`src/assert_macros.svh`:
```
// ----------------------------------------------------------------------------
// Assertion macros
// Shared concurrent assertion forms for the boundary force block.
// ----------------------------------------------------------------------------
`ifndef ASSERT_MACROS_SVH
`define ASSERT_MACROS_SVH

// Same-cycle implication, disabled while reset is held.
`define WRBF_ASSERT_IMPL(lbl, clk, rst_n, ante, cons) \
  lbl: assert property (@(posedge clk) disable iff (!rst_n) (ante) |-> (cons)) \
    else $error("assertion failed");

// Next-cycle implication, disabled while reset is held.
`define WRBF_ASSERT_NEXT(lbl, clk, rst_n, ante, cons) \
  lbl: assert property (@(posedge clk) disable iff (!rst_n) (ante) |=> (cons)) \
    else $error("assertion failed");

`endif

```
`src/wrbf_pkg.sv`:
```
`timescale 1ns / 1ps
// ----------------------------------------------------------------------------
// wrbf_pkg
// Types, constants and helper functions of the radial boundary force block.
// ----------------------------------------------------------------------------
package wrbf_pkg;

  localparam logic [2:0] REG_CENTER_X    = 3'd0;
  localparam logic [2:0] REG_CENTER_Y    = 3'd1;
  localparam logic [2:0] REG_CENTER_Z    = 3'd2;
  localparam logic [2:0] REG_RADIUS      = 3'd3;
  localparam logic [2:0] REG_WALL_K      = 3'd4;
  localparam logic [2:0] REG_MORSE_DEPTH = 3'd5;
  localparam logic [2:0] REG_MORSE_ALPHA = 3'd6;

  localparam logic [31:0] LN2_FRAC   = 32'hB172_17F8;
  // floor(2^64 / LN2_FRAC), used to estimate the range reduction quotient.
  localparam logic [33:0] RECIP_LN2  = 34'd6196328018;
  localparam logic [32:0] ONE_FRAC   = 33'h1_0000_0000;
  localparam logic [46:0] MAX47      = {47{1'b1}};
  localparam logic [61:0] MAX62      = {62{1'b1}};
  localparam logic [46:0] EXP_LIMIT  = 47'd1507328;
  localparam logic [3:0]  EXP_TERMS  = 4'd12;
  localparam logic [32:0] UNIT_ONE   = 33'h0_4000_0000;

  typedef struct packed {
    logic [2:0][31:0] mag;
    logic [2:0]       neg;
    logic             excluded;
    logic             last;
  } wrbf_item_t;

  typedef struct packed {
    logic [31:0] center_x;
    logic [31:0] center_y;
    logic [31:0] center_z;
    logic [30:0] radius;
    logic [31:0] wall_k;
    logic [31:0] depth;
    logic [31:0] alpha;
  } wrbf_cfg_t;

  // floor(2^34 / k) for the Horner divisors above two.
  function automatic logic [32:0] recip34(input logic [3:0] k);
    logic [32:0] m;
    case (k)
      4'd3:    m = 33'd5726623061;
      4'd4:    m = 33'd4294967296;
      4'd5:    m = 33'd3435973836;
      4'd6:    m = 33'd2863311530;
      4'd7:    m = 33'd2454267026;
      4'd8:    m = 33'd2147483648;
      4'd9:    m = 33'd1908874353;
      4'd10:   m = 33'd1717986918;
      4'd11:   m = 33'd1561806289;
      4'd12:   m = 33'd1431655765;
      default: m = '0;
    endcase
    return m;
  endfunction

  function automatic logic [47:0] sat48(input logic [63:0] v);
    logic [47:0] r;
    if (!v[63] && (|v[62:47])) begin
      r = {1'b0, {47{1'b1}}};
    end else if (v[63] && !(&v[62:47])) begin
      r = {1'b1, {47{1'b0}}};
    end else begin
      r = v[47:0];
    end
    return r;
  endfunction

  function automatic logic [55:0] sat56(input logic [56:0] v);
    logic [55:0] r;
    if (v[56] != v[55]) begin
      r = v[56] ? {1'b1, {55{1'b0}}} : {1'b0, {55{1'b1}}};
    end else begin
      r = v[55:0];
    end
    return r;
  endfunction

endpackage

```
`src/wrbf_front.sv`:
```
`timescale 1ns / 1ps
// ----------------------------------------------------------------------------
// wrbf_front
// Accepts oxygen positions and forms the signed offset to the sphere center.
// ----------------------------------------------------------------------------
module wrbf_front (
  input  logic               clk,
  input  logic               rst_n,
  input  wrbf_pkg::wrbf_cfg_t cfg,
  input  logic               in_tvalid,
  output logic               in_tready,
  input  logic [95:0]        in_tdata,
  input  logic               in_tuser,
  input  logic               in_tlast,
  output logic               item_valid,
  input  logic               item_ready,
  output wrbf_pkg::wrbf_item_t item
);
  import wrbf_pkg::*;

  wrbf_item_t  item_r;
  logic        valid_r;
  wrbf_item_t  item_w;
  logic [32:0] d_x, d_y, d_z;
  logic [32:0] a_x, a_y, a_z;

  assign d_x = {in_tdata[31], in_tdata[31:0]}   - {cfg.center_x[31], cfg.center_x};
  assign d_y = {in_tdata[63], in_tdata[63:32]}  - {cfg.center_y[31], cfg.center_y};
  assign d_z = {in_tdata[95], in_tdata[95:64]}  - {cfg.center_z[31], cfg.center_z};
  assign a_x = d_x[32] ? 33'd0 - d_x : d_x;
  assign a_y = d_y[32] ? 33'd0 - d_y : d_y;
  assign a_z = d_z[32] ? 33'd0 - d_z : d_z;

  always_comb begin
    item_w.mag[0]   = a_x[31:0];
    item_w.mag[1]   = a_y[31:0];
    item_w.mag[2]   = a_z[31:0];
    item_w.neg      = {d_z[32], d_y[32], d_x[32]};
    item_w.excluded = in_tuser;
    item_w.last     = in_tlast;
  end

  assign in_tready  = !valid_r || item_ready;
  assign item_valid = valid_r;
  assign item       = item_r;

  always_ff @(posedge clk) begin
    if (!rst_n) begin
      valid_r <= 1'b0;
    end else begin
      if (in_tvalid && in_tready) begin
        valid_r <= 1'b1;
        item_r  <= item_w;
      end else if (item_ready) begin
        valid_r <= 1'b0;
      end
    end
  end

endmodule

```
`config.mk`:
```
export PLATFORM = sky130hd
export DESIGN_NAME = wrbf_front
export DESIGN_NICKNAME = d
export VERILOG_FILES = /design/src/assert_macros.svh /design/src/wrbf_pkg.sv /design/src/wrbf_front.sv
export SDC_FILE = /design/constraint.sdc
export NUM_CORES = 1
export LEC_CHECK = 0
export ABC_AREA = 1
export BUFFER_PORTS_ARGS = -buffer_cell sky130_fd_sc_hd__buf_2
export CAP_MARGIN = 10
export CORE_MARGIN = 3
export CORE_UTILIZATION = 54
export CTS_CLUSTER_SIZE = 10
export DETAILED_ROUTE_END_ITERATION = 10
export MAX_ROUTING_LAYER = met4
export PLACE_DENSITY = 0.84
export SLEW_MARGIN = 40
export SYNTH_ARGS = -nofsm -noshare
export SYNTH_HDL_FRONTEND = slang
export SYNTH_SLANG_ARGS = --single-unit
```
`constraint.sdc`:
```
create_clock -name clk -period 11.05 [get_ports clk]
set_input_delay 2.21 -clock clk [delete_from_list [all_inputs] [get_ports clk]]
set_output_delay 2.21 -clock clk [all_outputs]
set_load 0.05 [all_outputs]
```
======== Word level (Yosys, flattened, before mapping) ========
Cells that the tools add are included.
storage, ports and cells
  register bits after elaboration ......... 102
  latch bits .............................. 0
  RAM bits ................................ 0
  ROM bits ................................ 0
  input port bits ......................... 325
  word-level logic and storage cells ...... 23
  memories ................................ 0
operators by class
  $add $sub $neg .......................... 6
  multiply operators ...................... 0
  div/mod/pow operators ................... 0
  $lt $le $gt $ge ......................... 0
  equal/unequal tests ..................... 0
  shift-type cells ........................ 0
  mux-type cells .......................... 5
  bitwise logic cells ..................... 0
  reduce and logical (&&, ||, !) cells .... 5
operators with widths
  operator                                                             count
  32-bit by 32-bit subtractor with 33-bit output                       3
  32-bit 2-to-1 mux                                                    3
  1-bit by 32-bit subtractor with 32-bit output, first input constant  3
  1-bit 2-to-1 mux                                                     2
  2-bit AND reduction                                                  1
  2-bit nonzero test                                                   1
  1-bit logical AND                                                    1
  1-bit zero test                                                      1
  1-bit logical OR                                                     1

======== Logic depth before layout (Yosys ltp) ========
  depth in word-level cells ............... 4
  mapped depth ............................ 22

======== Least setup slack after synthesis ========
Ideal clock, no wire load.
  kind .................................... in2reg
  start point ............................. input item_ready
  end point ............................... register item_r, in the netlist item[0], enable pin
  arrival ................................. 9.074 ns
  data required time ...................... 10.366 ns
  setup slack ............................. 1.292 ns
  stages .................................. 2
  cell sequence ........................... nor2_1 nor3_1
between the ends
  cells in the longest elaborated chain, start to end .. 3
ends and longest elaborated chain
  item                           line              source
  start: declaration             wrbf_front.sv:16  input logic item_ready,
  1-bit logical OR               wrbf_front.sv:43  assign in_tready = !valid_r || item_ready;
  1-bit logical AND              wrbf_front.sv:51  if (in_tvalid && in_tready) begin
  2-bit AND reduction (no line)  -
  end signal: assignment         wrbf_front.sv:53  item_r <= item_w;
  end: declaration               wrbf_front.sv:21  wrbf_item_t item_r;
Every way passes these cells.
A chain may end at the register's enable or synchronous reset.

======== Final worst setup path ========
  start point ............................. input cfg[205] in the netlist's numbering
  end point ............................... register item_r, in the netlist item[27] (data pin)
between the ends
  cells in the longest elaborated chain, start to end .. 3
ends and longest elaborated chain
  item                                                line              source
  start: declaration                                  wrbf_front.sv:9   input wrbf_pkg::wrbf_cfg_t cfg,
  32-bit by 32-bit subtractor with 33-bit output (*)  wrbf_front.sv:27  assign d_x = {in_tdata[31], in_tdata[31:0]} - {cfg.center_x[31], cfg.center_x};
  1-bit by 32-bit subtractor with 32-bit output       wrbf_front.sv:30  assign a_x = d_x[32] ? 33'd0 - d_x : d_x;
  32-bit 2-to-1 mux (*)                               wrbf_front.sv:30
  via a_x[22]                                         wrbf_front.sv:25  logic [32:0] a_x, a_y, a_z;
The timed path passes the listed nets; every way through them passes the cells marked *.

==> summary.txt <==
Outcome
  • Status: complete, no violations

Yosys
  • Register area share after synthesis: 22.4%
  • Yosys warns: 0
  • Syn nets: 2733
  • Flops & latches, synth: 102
  • Mean post-synth cell area: 5.91 um^2
  • Ys async rst share: 0%
  • Cell area after synthesis: 13600 um^2
  • Synth Flop Type: edfxtp_1
  • Number of synthesized flops with an enable pin: 101
  • Cells after Synth: 2306
  • Post-synth cell types: 40

Critical path
  • Crit path cell chain: buf_2, inv_1, ha_1, nand2_1, inv_1, nand2_1, nor3_1, nand2_1, nand2_1, nand4_1, nand3b_1, nand2_2, inv_4, nand2_1, nand2_1, nand3_1, nand2_1, inv_1
  • Reg-to-Reg Start: item_valid$_SDFFE_PN0P_
  • Setup crit start: cfg[205]
  • Arrival @ worst endpoint: 5.25 ns
  • Max Fanout on Critical Path: 25
  • Most used cell, CP: nand2_1
  • FF-to-FF setup slack: 9.09 ns
  • CP max-delay cell: ha_1
  • CP max stage delay: 0.37 ns
  • Worst setup SP type: input port
  • Worst Setup EP: item[27]$_DFFE_PP_
  • Worst r2r path cells: 5
  • Critical path class: input port to flip-flop
  • Critical Path RT: 11.17 ns
  • Reg2reg end: item[81]$_DFFE_PP_
  • Endpoint class of the critical path: flip-flop

Clocking
  • CTS sink cnt: 102
  • Setup bufs post-CTS: 0
  • Cts repair resizes: 0
  • CTS Buf Count: 9
  • CTS HTree Levels: 3
  • Worst-path clk slew: 0.10 ns
  • Clk buf depth: 2
  • CTS Hold Bufs: 0
  • CTS root buffer: clkbuf_16
  • Latest clock arrival within the worst-skew pair: 0.37 ns
  • TritonCTS clock tree: done

GRT
  • Global-route wire length before repair: 65.6 mm
  • Largest net degree at the start of global routing: 66
  • Initial antenna violation count: 0
  • Total grt overflow: 0
  • Tot GR Track Use: 31.2%
  • Number of global-route vias before repair: 13468

Floorplan
  • IO Pins: 428
  • Initial Util: 55.5%
  • Die Y-Extent: 165 um
  • DIE WIDTH: 165 um
  • Placeable Area: 24500 um^2
  • Die area: 27200 um^2
  • Std-Cell Rows: 57

Layout
  • Ant. Diodes: 0
  • FF/Latch Area: 3050 um^2
  • Number of fill cells: 2356
  • Final Core Density: 64.5%
  • Fraction of layout cells with a size suffix above 1: 15.5%
  • Area delta synth->final: 16.1%
  • # nets final: 3038
  • Multi-input logic area: 8600 um^2

Route
  • Length of the first detailed-routing pass in iterations: 6
  • Drt drc: 0
  • ANT nets after route: 0
  • Wire per inst: 14.3 um
  • Vias after detailed routing: 15010
  • Routed WL: 42.1 mm
  • Starting DRT DRC Count: 1431
  • Routed vias/inst: 5.11

Timing
  • Slew Limit Fails: 0
  • Period utilisation layout: 46.5%
  • Setup TNS: 0 ns
  • Slew HR: 58.7%
  • Final clock skew: 0.0239 ns
  • Max Clock Freq: 0.195 GHz
  • Min Tclk post-route: 5.14 ns
  • Final setup fails: 0
  • RSZ-0062 raised after global routing: no
  • Hold Vio Cnt, Final: 0
  • Worst-margin pin slew: 0.620 ns

Power
  • Leakage power: 9.33 nW
  • Pwr/cell area: 117 nW/um^2
  • Peak VDD IR: 0.0917 mV

Placed design
  • RePlAce Congestion: 1.03
  • Dpl hpwl: 36.0 mm
  • Port Buf Inserts: 300

Hold path
  • Min-Delay Path Class: flip-flop to flip-flop
  • Worst Hold Path Cells: 4

Run
  • Number of max-cap violations: 0
[where the power goes]
part | internal [W] | total, W | switching [W]
Sequential | 0.000500 | 0.000510 | 0.0000105
Clock | 0.000182 | 0.000353 | 0.000171
Combinational | 0.000293 | 0.000993 | 0.000700
[flip-flops by register name, indices dropped and copies added (netlist names)]
register	cells
item_valid	1
item	101
[cells in the mapped netlist, types with 4 or more instances]
library cell,count,area share (%)
nand3_1,150,5.5
nor2_1,222,6.1
nand4_1,28,1.3
xnor2_1,30,1.9
inv_1,500,14
inv_2,7,0.19
a21oi_2,4,0.26
and2_1,7,0.32
a21oi_1,74,2.7
nand2_1,841,23
nor2_2,10,0.46
nand3b_1,20,1.1
nor3_1,23,0.85
nand2_2,36,1.7
xor2_1,57,3.7
o21ai_0,32,1.2
o21ai_1,5,0.18
edfxtp_1,101,22
nor2_4,4,0.33
nand3_2,11,0.81
o21bai_1,8,0.44
ha_1,99,9.1
buf_2,6,0.22
[placed cells by master, fill, tap and decap left out, types with 22 or more instances in the layout]
master and count:
o21ai_0 32, nand2_1 841, buf_2 300, xnor2_1 30
nor3_1 22, a21oi_1 74, nand2_2 36, edfxtp_1 101
nand3_1 150, ha_1 99, nand4_1 28, nor2_1 222
inv_1 500, xor2_1 57
[layout make-up]
type / instances / share of cell area [%]
clock inverters: 7 / 0.585
repair buffers: 303 / 9.66
multi-input cells: 1687 / 54.4
well taps: 324 / 2.56
inverters: 508 / 12.1
flip-flops and latches: 102 / 19.3
clock buffers: 9 / 1.42
[worst max-delay path, delay by kind of cell]
| family | cells | cell delay, ns |
|---|---|---|
| simple gates | 12 | 2.02 |
| buf+inv | 5 | 0.61 |
| fa+ha+maj | 1 | 0.37 |
[how the worst min path moves through the flow]
stage,from,endpoint
global route,item_valid$_SDFFE_PN0P_,item_valid$_SDFFE_PN0P_
CTS,item_valid$_SDFFE_PN0P_,item_valid$_SDFFE_PN0P_
global placement,item_valid$_SDFFE_PN0P_,item_valid$_SDFFE_PN0P_
finish,item_valid$_SDFFE_PN0P_,item_valid$_SDFFE_PN0P_
detailed placement,item_valid$_SDFFE_PN0P_,item_valid$_SDFFE_PN0P_
floorplan,item_valid$_SDFFE_PN0P_,item_valid$_SDFFE_PN0P_
[stage by stage]
| step | instance area, um^2 | setup slack [ns] | power (W) | hold slack [ns] | cells |
|---|---|---|---|---|---|
| 3_3_place_gp | 15500 | 5.72 | 0.00148 | 0.532 | 2924 |
| 3_5_place_dp | 15500 | 5.64 | 0.00149 | 0.559 | 2924 |
| 2_1_floorplan | 13600 | 1.29 | 0.00124 | 1.08 | 2306 |
| 6_report | 15800 | 5.91 | 0.00186 | 0.578 | 2940 |
| 4_1_cts | 15800 | 6.02 | 0.00185 | 0.573 | 2940 |
| 5_1_grt | 15800 | 5.68 | 0.00198 | 0.622 | 2940 |
[kinds of logic after synthesis]
group	after synthesis	share of synthesized area, %
XOR/XNOR	91	6.07
adder cells (fa/ha/maj)	102	9.53
AND/OR/NAND/NOR	1362	42.2
flip-flops	102	22.4
AO/OA/AOI/OAI	132	5.29
buffers and inverters	517	14.5
[routing by layer]
metal,track usage (%),part of all wire (%),up-vias,routed length [um]
met5,-,0,-,0
li1,-,-,7687,-
met1,44.0,46,6604,19400
met4,7.36,2.0,0,839
met2,48.0,43,667,18000
met3,3.66,9.2,52,3890
(Power assumes the default switching activity.)
