### config.mk
export PLATFORM = sky130hd
export DESIGN_NAME = wrbf_queue
export DESIGN_NICKNAME = d
export VERILOG_FILES = /design/src/wrbf_pkg.sv /design/src/wrbf_queue.sv
export VERILOG_INCLUDE_DIRS = /design/src /design/src/src
export SDC_FILE = /design/constraint.sdc
export NUM_CORES = 1
export LEC_CHECK = 0
export BUFFER_PORTS_ARGS = -buffer_cell sky130_fd_sc_hd__buf_2
export CORE_MARGIN = 2
export CORE_UTILIZATION = 52
export DETAILED_ROUTE_END_ITERATION = 16
export PLACE_DENSITY = 0.79
export SLEW_MARGIN = 25
export SYNTH_ARGS = -nofsm -noshare
export SYNTH_HDL_FRONTEND = slang
export SYNTH_SLANG_ARGS = --single-unit
### constraint.sdc
create_clock -name clk -period 6.7 [get_ports clk]
set_input_delay 0.335 -clock clk [delete_from_list [all_inputs] [get_ports clk]]
set_output_delay 0.335 -clock clk [all_outputs]
set_load 0.02 [all_outputs]
### src/assert_macros.svh
// ----------------------------------------------------------------------------
// Assertion macros
// Shared concurrent assertion forms for the boundary force block.
// ----------------------------------------------------------------------------
`ifndef ASSERT_MACROS_SVH
`define ASSERT_MACROS_SVH

// Same-cycle implication, disabled while reset is held.
`define WRBF_ASSERT_IMPL(lbl, clk, rst_n, ante, cons) \
  lbl: assert property (@(posedge clk) disable iff (!rst_n) (ante) |-> (cons)) \
    else $error("assertion failed");

// Next-cycle implication, disabled while reset is held.
`define WRBF_ASSERT_NEXT(lbl, clk, rst_n, ante, cons) \
  lbl: assert property (@(posedge clk) disable iff (!rst_n) (ante) |=> (cons)) \
    else $error("assertion failed");

`endif

### src/wrbf_pkg.sv
`timescale 1ns / 1ps
// ----------------------------------------------------------------------------
// wrbf_pkg
// Types, constants and helper functions of the radial boundary force block.
// ----------------------------------------------------------------------------
package wrbf_pkg;

  localparam logic [2:0] REG_CENTER_X    = 3'd0;
  localparam logic [2:0] REG_CENTER_Y    = 3'd1;
  localparam logic [2:0] REG_CENTER_Z    = 3'd2;
  localparam logic [2:0] REG_RADIUS      = 3'd3;
  localparam logic [2:0] REG_WALL_K      = 3'd4;
  localparam logic [2:0] REG_MORSE_DEPTH = 3'd5;
  localparam logic [2:0] REG_MORSE_ALPHA = 3'd6;

  localparam logic [31:0] LN2_FRAC   = 32'hB172_17F8;
  // floor(2^64 / LN2_FRAC), used to estimate the range reduction quotient.
  localparam logic [33:0] RECIP_LN2  = 34'd6196328018;
  localparam logic [32:0] ONE_FRAC   = 33'h1_0000_0000;
  localparam logic [46:0] MAX47      = {47{1'b1}};
  localparam logic [61:0] MAX62      = {62{1'b1}};
  localparam logic [46:0] EXP_LIMIT  = 47'd1507328;
  localparam logic [3:0]  EXP_TERMS  = 4'd12;
  localparam logic [32:0] UNIT_ONE   = 33'h0_4000_0000;

  typedef struct packed {
    logic [2:0][31:0] mag;
    logic [2:0]       neg;
    logic             excluded;
    logic             last;
  } wrbf_item_t;

  typedef struct packed {
    logic [31:0] center_x;
    logic [31:0] center_y;
    logic [31:0] center_z;
    logic [30:0] radius;
    logic [31:0] wall_k;
    logic [31:0] depth;
    logic [31:0] alpha;
  } wrbf_cfg_t;

  // floor(2^34 / k) for the Horner divisors above two.
  function automatic logic [32:0] recip34(input logic [3:0] k);
    logic [32:0] m;
    case (k)
      4'd3:    m = 33'd5726623061;
      4'd4:    m = 33'd4294967296;
      4'd5:    m = 33'd3435973836;
      4'd6:    m = 33'd2863311530;
      4'd7:    m = 33'd2454267026;
      4'd8:    m = 33'd2147483648;
      4'd9:    m = 33'd1908874353;
      4'd10:   m = 33'd1717986918;
      4'd11:   m = 33'd1561806289;
      4'd12:   m = 33'd1431655765;
      default: m = '0;
    endcase
    return m;
  endfunction

  function automatic logic [47:0] sat48(input logic [63:0] v);
    logic [47:0] r;
    if (!v[63] && (|v[62:47])) begin
      r = {1'b0, {47{1'b1}}};
    end else if (v[63] && !(&v[62:47])) begin
      r = {1'b1, {47{1'b0}}};
    end else begin
      r = v[47:0];
    end
    return r;
  endfunction

  function automatic logic [55:0] sat56(input logic [56:0] v);
    logic [55:0] r;
    if (v[56] != v[55]) begin
      r = v[56] ? {1'b1, {55{1'b0}}} : {1'b0, {55{1'b1}}};
    end else begin
      r = v[55:0];
    end
    return r;
  endfunction

endpackage

### src/wrbf_queue.sv
`timescale 1ns / 1ps
// ----------------------------------------------------------------------------
// wrbf_queue
// Short first-in first-out queue between the front and back parts.
// ----------------------------------------------------------------------------
`include "assert_macros.svh"
module wrbf_queue #(
  parameter int unsigned DEPTH = 2
) (
  input  logic                 clk,
  input  logic                 rst_n,
  input  logic                 push_valid,
  output logic                 push_ready,
  input  wrbf_pkg::wrbf_item_t push_item,
  output logic                 pop_valid,
  input  logic                 pop_ready,
  output wrbf_pkg::wrbf_item_t pop_item
);
  import wrbf_pkg::*;

  localparam int unsigned PtrW = (DEPTH > 1) ? $clog2(DEPTH) : 1;
  localparam int unsigned CntW = $clog2(DEPTH + 1);

  wrbf_item_t      mem_r [DEPTH];
  logic [PtrW-1:0] wr_ptr_r, rd_ptr_r;
  logic [CntW-1:0] count_r;
  logic            push, pop;

  assign push_ready = count_r != CntW'(DEPTH);
  assign pop_valid  = count_r != '0;
  assign push       = push_valid && push_ready;
  assign pop        = pop_valid && pop_ready;
  assign pop_item   = mem_r[rd_ptr_r];

  always_ff @(posedge clk) begin
    if (!rst_n) begin
      wr_ptr_r <= '0;
      rd_ptr_r <= '0;
      count_r  <= '0;
    end else begin
      if (push) begin
        mem_r[wr_ptr_r] <= push_item;
        wr_ptr_r <= (wr_ptr_r == PtrW'(DEPTH - 1)) ? '0 : wr_ptr_r + 1'b1;
      end
      if (pop) begin
        rd_ptr_r <= (rd_ptr_r == PtrW'(DEPTH - 1)) ? '0 : rd_ptr_r + 1'b1;
      end
      if (push && !pop) begin
        count_r <= count_r + 1'b1;
      end else if (pop && !push) begin
        count_r <= count_r - 1'b1;
      end
    end
  end

  `WRBF_ASSERT_IMPL(a_q_bound, clk, rst_n, 1'b1, count_r <= CntW'(DEPTH))
  `WRBF_ASSERT_NEXT(a_q_grow, clk, rst_n, push && !pop, count_r == $past(count_r) + 1'b1)

endmodule

* Word-level counts from Yosys, hierarchy flattened *
Memory sizes are Yosys's and may differ from the RTL's. A register that Yosys moved wholly into a read port is not among the register bits.
Cells that the tools add are included.

word-level totals
  memory bits (writable) = 202
  logic and storage cells = 26
  register bits after elaboration = 4
  input bits = 105
  output and inout bits = 103
  latch bits = 0
  bits in read-only memories = 0
  memories kept = 1

cells by class
  shift operators = 0
  $add $sub $neg = 4
  multiply operators = 0
  reductions and logical operators = 8
  bitwise operators = 0
  div/mod/pow operators = 0
  equality and inequality tests = 1
  order comparisons = 0
  mux-type cells = 9

memories
  name   words  bits a word  read ports  clocked after Yosys merged registers in  write ports  RTL line          RTL
  mem_r  2      101          1           1                                        1            wrbf_queue.sv:24  wrbf_item_t mem_r [DEPTH];

operator list
  operator                                                             number
  1-bit two-way mux                                                    7
  1-bit logical AND                                                    4
  2-bit two-way mux                                                    2
  2-bit nonzero test                                                   2
  1-bit adder (second input constant)                                  2
  2-bit by 1-bit adder with 2-bit output (second input constant)       1
  1-bit zero test                                                      2
  2-bit inequality test (second input constant)                        1
  2-bit by 1-bit subtractor with 2-bit output (second input constant)  1

* Longest topological paths before layout *
Gate-level depths: netlist of run 1.

  word-level depth = 6
  mapped depth = 6
  depth with buffers taken out = 6

* Worst setup path before layout of run 1 *
No wires, ideal clock.

  kind = flip-flop to flip-flop
  from = register count_r[0]
  to = memory mem_r[0][0] (netlist bit) (enable)
  setup slack = 1192 ps
  arrival = 4947 ps
  library setup time = 561 ps
  path buffers = 0
  required time = 6139 ps
  stages on the path, launching flop included = 5
  clock period less this slack = 5508 ps
  cells stage by stage = dfxtp_1 nor2b_1 inv_1 nand3_1 nor2_1

on the way
  longest elaborated chain between the ends = 5

ends and longest elaborated chain
  item                                     RTL line          RTL
  start, declared                          wrbf_queue.sv:26  logic [CntW-1:0] count_r;
  start signal, assigned                   wrbf_queue.sv:49  count_r <= count_r + 1'b1;
  start signal, assigned                   wrbf_queue.sv:51  count_r <= count_r - 1'b1;
  2-bit inequality test                    wrbf_queue.sv:29  assign push_ready = count_r != CntW'(DEPTH);
  via push_ready                           wrbf_queue.sv:13  output logic push_ready,
  1-bit logical AND                        wrbf_queue.sv:31  assign push = push_valid && push_ready;
  1-bit two-way mux                        wrbf_queue.sv:41  if (push) begin
  1-bit two-way mux                        wrbf_queue.sv:36  if (!rst_n) begin
  1-bit two-way mux (not written as such)  wrbf_queue.sv:42  mem_r[wr_ptr_r] <= push_item;
  end, declared                            wrbf_queue.sv:24

The timed path passes the listed nets, and every way through them passes these cells.

==> results.py, run 1 <==
metrics = {
    "detailed_routing": {
        "routed_wl_um": 13500,
        "wl_per_cell_um": 17.9,
        "drt_iter0_markers": 216,
        "num_vias": 3862,
        "drc_errors": 0,
        "dr.pass1.iters": 4,
        "post_drt_via_cell_ratio": 5.13,
        "antenna_left": 0,
    },
    "pwr": {
        "power_frac_comb_pct": 23.4,
        "finalPower_w": 0.00343,
        "peakVddDrop_uv": 241,
        "sw_frac_of_total_pct": 27.6,
        "p_int_w": 0.00249,
        "p_seq_share_pct": 46.7,
        "p_leak_nw": 3.45,
        "p_per_area_mw_per_mm2": 368,
        "clockPowerShare_pct": 29.9,
        "p_sw_w": 0.000948,
    },
    "sta": {
        "fmax_mhz": 347,
        "finalCriticalPeriod_ns": 2.88,
        "slew_viol_final": 0,
        "setup_tns_ns": 0,
        "hold_viol": 0,
        "setup_ws_ns": 3.82,
        "relSlewSlack_pct": 47.5,
        "finalClockSkew_ns": 0.0111,
        "setup_viol": 0,
        "finalCritPeriodShare_pct": 43.0,
        "grt_setup_unrepaired": "no",
        "worst_pin_slew_ns": 0.788,
    },
    "clock_network": {
        "cts_resized": 0,
        "cts_buffer_depth": 3,
        "clock-sinks": 207,
        "clk_latency_ns": 0.47,
        "tritoncts": "yes",
        "cts_hold_buf": 0,
        "cts_root_buffer": "clkbuf_16",
        "cts_made_buffers": 20,
        "post_cts.repair.setup_buffers": 0,
        "clk_pin_slew_ns": 0.06,
        "h-tree-depth": 1,
    },
    "cells_and_area": {
        "fin_util_pct": 66.8,
        "antennaDiodeCount": 0,
        "nets": 669,
        "area_growth_pct": 24.3,
        "n_fill_cell": 996,
        "final_layout_size_suffix_gt1_share_pct": 59.3,
    },
    "setup_path": {
        "cp_top_family": "buffers and inverters",
        "path_buf_inv": 2,
        "path_class": "flop to primary output",
        "worstSetupEndpointType": "primary output",
        "cp_slowest_cell": "dfxtp_4",
        "slowest_delay_ns": 0.70,
        "start_kind": "flop",
        "cp.required_ns": 6.36,
        "path_cells": "buf_4 > mux2_2 > buf_2",
        "path_max_fanout": 59,
        "arrival_ns": 2.55,
    },
    "grt": {
        "grt_start_max_net_pins": 60,
        "antenna_found_initial": 0,
        "grt_usage_pct": 17.2,
        "grt_first_pass_wirelength_um": 21400,
        "grt_pass1_vias": 4148,
        "grt_overflow": 0,
    },
    "die": {
        "initial_utilization_pct": 53.8,
        "die_width_um": 124,
        "ios": 208,
        "dieHeight_um": 124,
        "row_count": 43,
        "core_area_mm2": 0.0140,
        "die_area_mm2": 0.0154,
    },
    "logic_synthesis": {
        "synth_nets": 447,
        "syn_inst": 341,
        "synth-seq-cells": 207,
        "synth_largest_area_cell": "edfxtp_1",
        "yosysMostFrequentCell": "edfxtp_1",
        "synth.area.top_cells": "edfxtp_1 (81%), mux2_2 (15%), dfxtp_1 (1.3%)",
        "ys_seq_area_share_pct": 82.0,
        "syn_area_mm2": 0.00752,
        "synth.avg_cell_area_um2": 22.1,
        "synth_top_cell_area_share_pct": 80.7,
        "yosysUniqueCellTypes": 19,
        "synth-main-ff-cell": "edfxtp_1",
        "synth_edf_count": 202,
        "async_reset_ff_share_pct": 0,
        "synth_common_cells": "edfxtp_1 (202), mux2_2 (101), buf_4 (9)",
        "yosysWarnings": 0,
    },
    "outcome": {
        "status": "finished clean",
    },
    "job": {
        "maxCapViolCount": 0,
    },
    "placed_design": {
        "pre_cts_ws_ns": 4.23,
        "hpwl_um": 8890,
        "gp_congestion": 0.747,
        "io_buffers": 207,
    },
    "hold_path": {
        "hold_class": "primary input to flop",
    },
}
## area by class of cell
class | instances | area (µm²) | area share [%]
clock inverter | 7 | 55.1 | 0.589
clock buffer | 25 | 541 | 5.78
tap | 180 | 225 | 2.41
timing repair buffer | 211 | 1070 | 11.4
inverter | 2 | 7.51 | 0.0803
sequential | 207 | 6170 | 66.0
multi-input combinational | 121 | 1280 | 13.7
## path summary, 6_finish.rpt
path,start,to,slack [ns],cells past startpoint
min,push_item[91],mem_r[0][91],0.05,1
min reg2reg,count_r[1],count_r[1],0.51,2
max reg2reg,count_r[0],mem_r[1][87],4.23,4
max,flop,pop_item[34],3.82,3
## routing by layer
layer	GRT usage, %	routed length (µm)
met1	22.2	5440
met2	28.7	6760
met3	5.20	1010
met4	4.89	280
met5	0	0
## state kept, by name (all words and copies together), names as in the netlist, named ones only
signal / flops
wr_ptr_r: 1
rd_ptr_r: 1
mem_r: 202
count_r: 2
## cells in the final DEF, fill, tap and decap left out, drive strengths merged
cell	instances
buf	211
or2	1
mux2	101
nor2	2
xnor2	2
and3	1
or3	2
edfxtp	202
xor2	1
bufinv	1
dfxtp	5
a21boi	2
clkbuf	25
ha	1
nand3	1
inv	2
and2	3
o21ai	3
clkinv	6
nor2b	1
## power groups by stage
stage | logic, W | registers [W] | clock network (W)
after global placement | 0.000800 | 0.00163 | 0
after floorplan | 0.000607 | 0.00160 | 0
final | 0.000805 | 0.00160 | 0.00103
after CTS | 0.000817 | 0.00161 | 0.00105
after detailed placement | 0.000813 | 0.00163 | 0
after global routing | 0.000860 | 0.00162 | 0.00111
## per-stage QoR
stage          hold WS [ns]  area, µm²  cells
2_1_floorplan         0.434       7520    341
3_3_place_gp          0.494       8750    721
3_5_place_dp          0.510       8750    721
4_1_cts              0.0294       9350    753
5_1_grt              0.0277       9350    753
6_report             0.0466       9350    753
## cell families after synthesis
kind of cell | synth area share [%]
XOR/XNOR | 0.349
AO/OA/AOI/OAI | 0.399
adder cells (fa/ha/maj) | 0.166
buffers and inverters | 1.13
AND/OR/NAND/NOR | 0.832
multiplexers | 15.1
flip-flops | 82.0
Power figures use the tool's default switching activity.
==> run 2, diff against run 1 <==
Settings changed: CORE_UTILIZATION 52 to 47, PLACE_DENSITY 0.79 to 0.76.
Clock period 6.7 ns to 2.6 ns, I/O delays scaled along.
==> run 2 against run 1 <==
Design area increased by 13%. Highest routed layer unchanged. Core utilization increased by 0.20 points. Flip-flop and latch count unchanged. Worst setup slack got worse by 3.2 ns. Total power increased to 2.7 times the previous value. Global-route usage increased by 0.12 points. Final cell count increased by 20%. Sequential share of layout area decreased by 7.6 points. Sequential power increased to 2.5 times the previous value. Via count increased by 12%. Non-clock buffer count increased by 104. Largest cell class unchanged. Register-to-register slack got worse by 3.4 ns.
==> results.py, run 2 (same netlist as run 1, synthesis figures left out) <==
metrics = {
    "pwr": {
        "p_leak_nw": 3.95,
        "p_seq_share_pct": 43.5,
        "finalPower_w": 0.00931,
        "peakVddDrop_uv": 723,
        "p_per_area_mw_per_mm2": 881,
        "p_sw_w": 0.00261,
        "clockPowerShare_pct": 31.3,
        "sw_frac_of_total_pct": 28.0,
        "p_int_w": 0.00670,
        "power_frac_comb_pct": 25.2,
    },
    "clock_network": {
        "post_cts.repair.setup_buffers": 0,
        "cts_root_buffer": "clkbuf_16",
        "clk_latency_ns": 0.49,
        "cts_buffer_depth": 3,
        "tritoncts": "yes",
        "clock-sinks": 207,
        "clk_pin_slew_ns": 0.06,
        "cts_made_buffers": 22,
        "h-tree-depth": 1,
    },
    "detailed_routing": {
        "drt_iter0_markers": 237,
        "dr.pass1.iters": 4,
        "routed_wl_um": 15100,
        "drc_errors": 0,
        "antenna_left": 0,
        "wl_per_cell_um": 16.7,
        "num_vias": 4330,
        "post_drt_via_cell_ratio": 4.81,
    },
    "setup_path": {
        "start_kind": "flop",
        "path_buf_inv": 2,
        "cp_slowest_cell": "buf_4",
        "cp.required_ns": 2.47,
        "slowest_delay_ns": 0.42,
        "cp_top_family": "buffers and inverters",
        "rrSetupSlack_ns": 0.83,
        "path_max_fanout": 38,
        "r2r-start": "count_r[1]",
        "regToRegEndpoint": "mem_r[1][19]",
        "worst-r2r-cell-count": 4,
        "path_class": "flop to primary output",
        "arrival_ns": 1.87,
        "worstSetupEndpointType": "primary output",
        "path_cells": "buf_4 > mux2_2 > buf_2",
    },
    "hold_path": {
        "min_to": "wr_ptr_r",
        "hold_class": "primary input to flop",
        "min_from": "push_valid",
        "hold_depth": 4,
    },
    "cells_and_area": {
        "n_fill_cell": 1060,
        "fin_area_mm2": 0.0106,
        "largest_reg_flops": 202,
        "antennaDiodeCount": 0,
        "multi_input_area_mm2": 0.00129,
        "stdcell_count": 901,
        "seq_area_mm2": 0.00617,
        "nets": 775,
        "area_growth_pct": 40.5,
        "top_register": "mem_r",
        "reg_top3": "mem_r x202, count_r x2",
        "final_layout_size_suffix_gt1_share_pct": 52.0,
        "mostFrequentLayoutCell": "buf_2",
        "fin_util_pct": 67.0,
        "mostFrequentLayoutCells": "buf_2 (207), edfxtp_1 (202), dlygate4sd3_1 (102)",
    },
    "placed_design": {
        "hpwl_um": 8800,
        "gp_congestion": 0.721,
        "post-place-cells": 759,
        "placement.cell_area_mm2": 0.00886,
        "io_buffers": 207,
    },
    "grt": {
        "grt_first_pass_wirelength_um": 23000,
        "antenna_found_initial": 0,
        "grt_usage_pct": 17.4,
        "grt_start_max_net_pins": 64,
        "grt_overflow": 0,
        "grt_pass1_vias": 4707,
    },
    "sta": {
        "worst_pin_slew_ns": 0.699,
        "grt_setup_unrepaired": "no",
        "finalClockSkew_ns": 0.00947,
        "setup_tns_ns": 0,
        "finalCriticalPeriod_ns": 2.00,
        "relSlewSlack_pct": 53.4,
        "finalCritPeriodShare_pct": 77.1,
        "fmax_mhz": 499,
        "setup_viol": 0,
        "slew_viol_final": 0,
        "hold_viol": 0,
    },
    "die": {
        "die_area_mm2": 0.0170,
        "core_area_mm2": 0.0158,
        "dieHeight_um": 130,
        "ios": 208,
        "initial_utilization_pct": 47.7,
        "die_width_um": 130,
        "row_count": 46,
    },
    "job": {
        "maxCapViolCount": 0,
    },
    "outcome": {
        "status": "finished clean",
    },
}
-- run 2: power groups by stage --
stage | combinational (W) | sequential (W) | clock (W)
2_1_floorplan | 0.00158 | 0.00410 | 0
3_3_place_gp | 0.00220 | 0.00410 | 0
3_5_place_dp | 0.00223 | 0.00412 | 0
4_1_cts | 0.00236 | 0.00405 | 0.00298
5_1_grt | 0.00251 | 0.00407 | 0.00312
6_report | 0.00234 | 0.00405 | 0.00291
-- run 2: area by class of cell --
class	instances	share of cell area, %
Inverter	2	0.0710
Timing Repair Buffer	315	20.2
Clock buffer	25	5.52
Sequential cell	207	58.4
Clock inverter	15	0.971
Multi-Input combinational cell	121	12.2
Tap cell	216	2.56
-- run 2: timing repair --
| item | 4_1_cts | 5_1_grt |
|---|---|---|
| gates resized for setup | 0 | 0 |
| hold endpoints to repair | 207 | 0 |
| hold buffers | 102 | 0 |
-- run 2: worst register-to-register path: cells and delay by family (launching register included) --
family	cells	cell delay, ns
buffers and inverters	1	0.31
DFF	1	0.33
and+or+nand+nor	3	0.78
-- run 2: worst max-delay path by stage --
stage | from | depth (start not counted) | slack (ns) | to
2_1_floorplan | count_r[1] | 4 | 0.02 | mem_r[0][0]
3_3_place_gp | count_r[1] | 4 | 0.88 | mem_r[1][91]
3_5_place_dp | count_r[1] | 4 | 0.82 | mem_r[1][31]
4_1_cts | flop | 3 | 0.58 | pop_item[38]
5_1_grt | flop | 3 | 0.51 | pop_item[85]
6_report | flop | 3 | 0.60 | pop_item[85]
-- run 2: routing by layer --
metal	vias up	share of wire (%)	track usage, %
met2	175	52	32.0
li1	2023	-	-
met4	0	2.9	6.32
met5	-	0	0
met1	2092	39	19.7
met3	40	6.8	4.15
-- run 2: through the flow --
stage | setup WS [ns] | hold WS [ns]
6_report | 0.595 | 0.0511
5_1_grt | 0.507 | 0.0714
4_1_cts | 0.576 | 0.0306
3_5_place_dp | 0.824 | 0.321
3_3_place_gp | 0.883 | 0.318
2_1_floorplan | 0.0228 | 0.229
==> run 3, diff against run 2 <==
Settings changed: ABC_AREA set to 1, CORE_UTILIZATION 47 to 53, PLACE_DENSITY 0.76 to 0.8.
Clock period 2.6 ns to 1.92 ns, I/O delays scaled along.
==> run 3 against run 2 <==
Clock-buffer cell count is 3 higher. Worst hold slack worse by 0.0034 ns. Synthesized area is 6.2% higher. Clock power is 40% higher. Via count is 0.97% higher. Flip-flop and latch count stayed put. Final cell count is 2.2% lower. Synthesized cell count is 3.2% higher. Wire length is 9.2% higher. Critical path type unchanged. Largest power group unchanged.
==> results.py, run 3 <==
metrics = {
    "clock_network": {
        "clk_pin_slew_ns": 0.06,
        "cts_buffer_depth": 3,
        "h-tree-depth": 1,
        "cts_made_buffers": 21,
        "tritoncts": "yes",
        "post_cts.repair.setup_buffers": 0,
        "cts_root_buffer": "clkbuf_16",
        "clock-sinks": 207,
        "clk_latency_ns": 0.48,
    },
    "sta": {
        "finalClockSkew_ns": 0.0171,
        "finalCriticalPeriod_ns": 1.85,
        "finalCritPeriodShare_pct": 96.4,
        "setup_tns_ns": 0,
        "relSlewSlack_pct": 76.5,
        "hold_viol": 0,
        "slew_viol_final": 0,
        "setup_viol": 0,
        "fmax_mhz": 540,
        "whs_ns": 0.0477,
        "grt_setup_unrepaired": "no",
        "worst_pin_slew_ns": 0.353,
    },
    "outcome": {
        "status": "finished clean",
    },
    "logic_synthesis": {
        "synth_edf_count": 202,
        "synth-seq-cells": 207,
        "synth_common_cells": "edfxtp_1 (202), mux2_4 (90), mux2_2 (11), nand2_1 (11)",
        "synth-main-ff-cell": "edfxtp_1",
        "synth_top_family_by_area": "multiplexers",
        "synth.area.top_cells": "edfxtp_1 (76%), mux2_4 (17%), buf_12 (2.3%)",
        "syn_inst": 352,
        "yosysUniqueCellTypes": 17,
        "synth_top_cell_area_share_pct": 76.0,
        "async_reset_ff_share_pct": 0,
        "synth-compound-area-share_pct": 0.282,
        "syn_area_mm2": 0.00798,
        "synth-xor-area-share_pct": 0,
        "synth_largest_area_cell": "edfxtp_1",
        "synth-adder-area-share_pct": 0.157,
        "yosysWarnings": 0,
        "synth_simple_gate_area_share_pct": 0.956,
        "synth.avg_cell_area_um2": 22.7,
        "synth_nets": 458,
        "yosysMostFrequentCell": "edfxtp_1",
        "synth_mux_area_share_pct": 18.5,
        "ys_seq_area_share_pct": 77.2,
    },
    "grt": {
        "grt_pass1_vias": 4777,
        "grt_overflow": 0,
        "grt_first_pass_wirelength_um": 24900,
        "antenna_found_initial": 1,
        "grt_start_max_net_pins": 62,
        "grt_usage_pct": 20.0,
    },
    "cells_and_area": {
        "mostFrequentLayoutCell": "buf_2",
        "nets": 787,
        "reg_top3": "mem_r x202, count_r x2",
        "n_fill_cell": 837,
        "top_register": "mem_r",
        "area_growth_pct": 37.5,
        "final_layout_size_suffix_gt1_share_pct": 50.6,
        "mostFrequentLayoutCells": "buf_2 (207), edfxtp_1 (202), dlygate4sd3_1 (103)",
        "fin_util_pct": 75.0,
        "largest_reg_flops": 202,
    },
    "detailed_routing": {
        "drc_errors": 0,
        "met2_wirelength_um": 8970,
        "dr.pass1.iters": 4,
        "num_vias": 4372,
        "wirelength_met1_um": 6190,
        "highest_layer": "met4",
        "wl_per_cell_um": 18.7,
        "post_drt_via_cell_ratio": 4.96,
        "routed_wl_um": 16500,
        "drt_iter0_markers": 261,
        "met3_length_um": 955,
        "antenna_left": 0,
    },
    "placed_design": {
        "io_buffers": 207,
        "gp_congestion": 0.707,
        "hpwl_um": 9170,
    },
    "hold_path": {
        "min_from": "pop_ready",
        "hold_class": "primary input to flop",
    },
    "die": {
        "initial_utilization_pct": 54.5,
        "die_area_mm2": 0.0161,
        "core_area_mm2": 0.0146,
        "ios": 208,
        "row_count": 44,
        "dieHeight_um": 127,
        "die_width_um": 127,
    },
    "setup_path": {
        "path_max_fanout": 44,
        "arrival_ns": 1.76,
        "cp.required_ns": 1.82,
        "r2r-start": "count_r[0]",
        "worstSetupEndpointType": "primary output",
        "path_class": "flop to primary output",
        "start_kind": "flop",
    },
    "pwr": {
        "peakVddDrop_uv": 1030,
        "p_per_area_mw_per_mm2": 1170,
        "p_leak_nw": 4.33,
    },
    "job": {
        "maxCapViolCount": 0,
    },
}
## run 3: worst paths after layout
check	to	slack (ns)	cells past startpoint
setup / recovery	pop_item[80]	0.07	3
hold / removal	flop	0.05	4
setup reg to reg	mem_r[0][92]	0.31	7
hold reg to reg	wr_ptr_r	0.48	2
## run 3: logic make-up (layout without fill, tap and decap cells)
family,Yosys count,after routing
flip-flops,207,207
multiplexers,101,101
buffers and inverters,20,363
AND/OR/NAND/NOR,19,19
AO/OA/AOI/OAI,4,4
adder cells (fa/ha/maj),1,1
other,0,2
## run 3: area by class of cell
type / instances / area, µm² / area share [%]
repair buffers: 317 / 2230 / 20.3
inverters: 9 / 33.8 / 0.308
clock buffers: 28 / 572 / 5.21
diodes: 2 / 5.00 / 0.0456
multi-input cells: 125 / 1620 / 14.8
flip-flops and latches: 207 / 6170 / 56.2
clock inverters: 9 / 116 / 1.06
well taps: 184 / 230 / 2.10
## run 3: repair_timing
item	CTS	global route
hold buffers	103	0
resized for setup	0	2
endpoints found under the hold margin	207	0
setup endpoints to repair	0	3
## run 3: critical path: stages (launching register included)
cell	delay (ns)
dfxtp_4	0.42
buf_16	0.29
mux2_2	0.38
buf_2	0.16
## run 3: routing by layer
metal | vias to the layer above | GRT usage [%]
met5 | - | 0
met4 | 0 | 6.33
met3 | 27 | 4.56
met2 | 160 | 37.9
met1 | 2145 | 22.3
li1 | 2040 | -
## run 3: report_power, final
group | internal (W) | switching, W
Clock | 0.00249 | 0.00157
Sequential | 0.00539 | 0.000128
Combinational | 0.00152 | 0.00175
Total | 0.00939 | 0.00345
## run 3: per-stage QoR
step                      instances  cell area (µm²)  setup slack (ns)  power (W)
after CTS                       878            10900            0.0124     0.0128
after global placement          738             9210             0.412    0.00856
after global routing            880            11000           0.00772     0.0134
final                           881            11000            0.0682     0.0128
after floorplan                 352             8020             -1.50    0.00794
after detailed placement        738             9210             0.332    0.00864
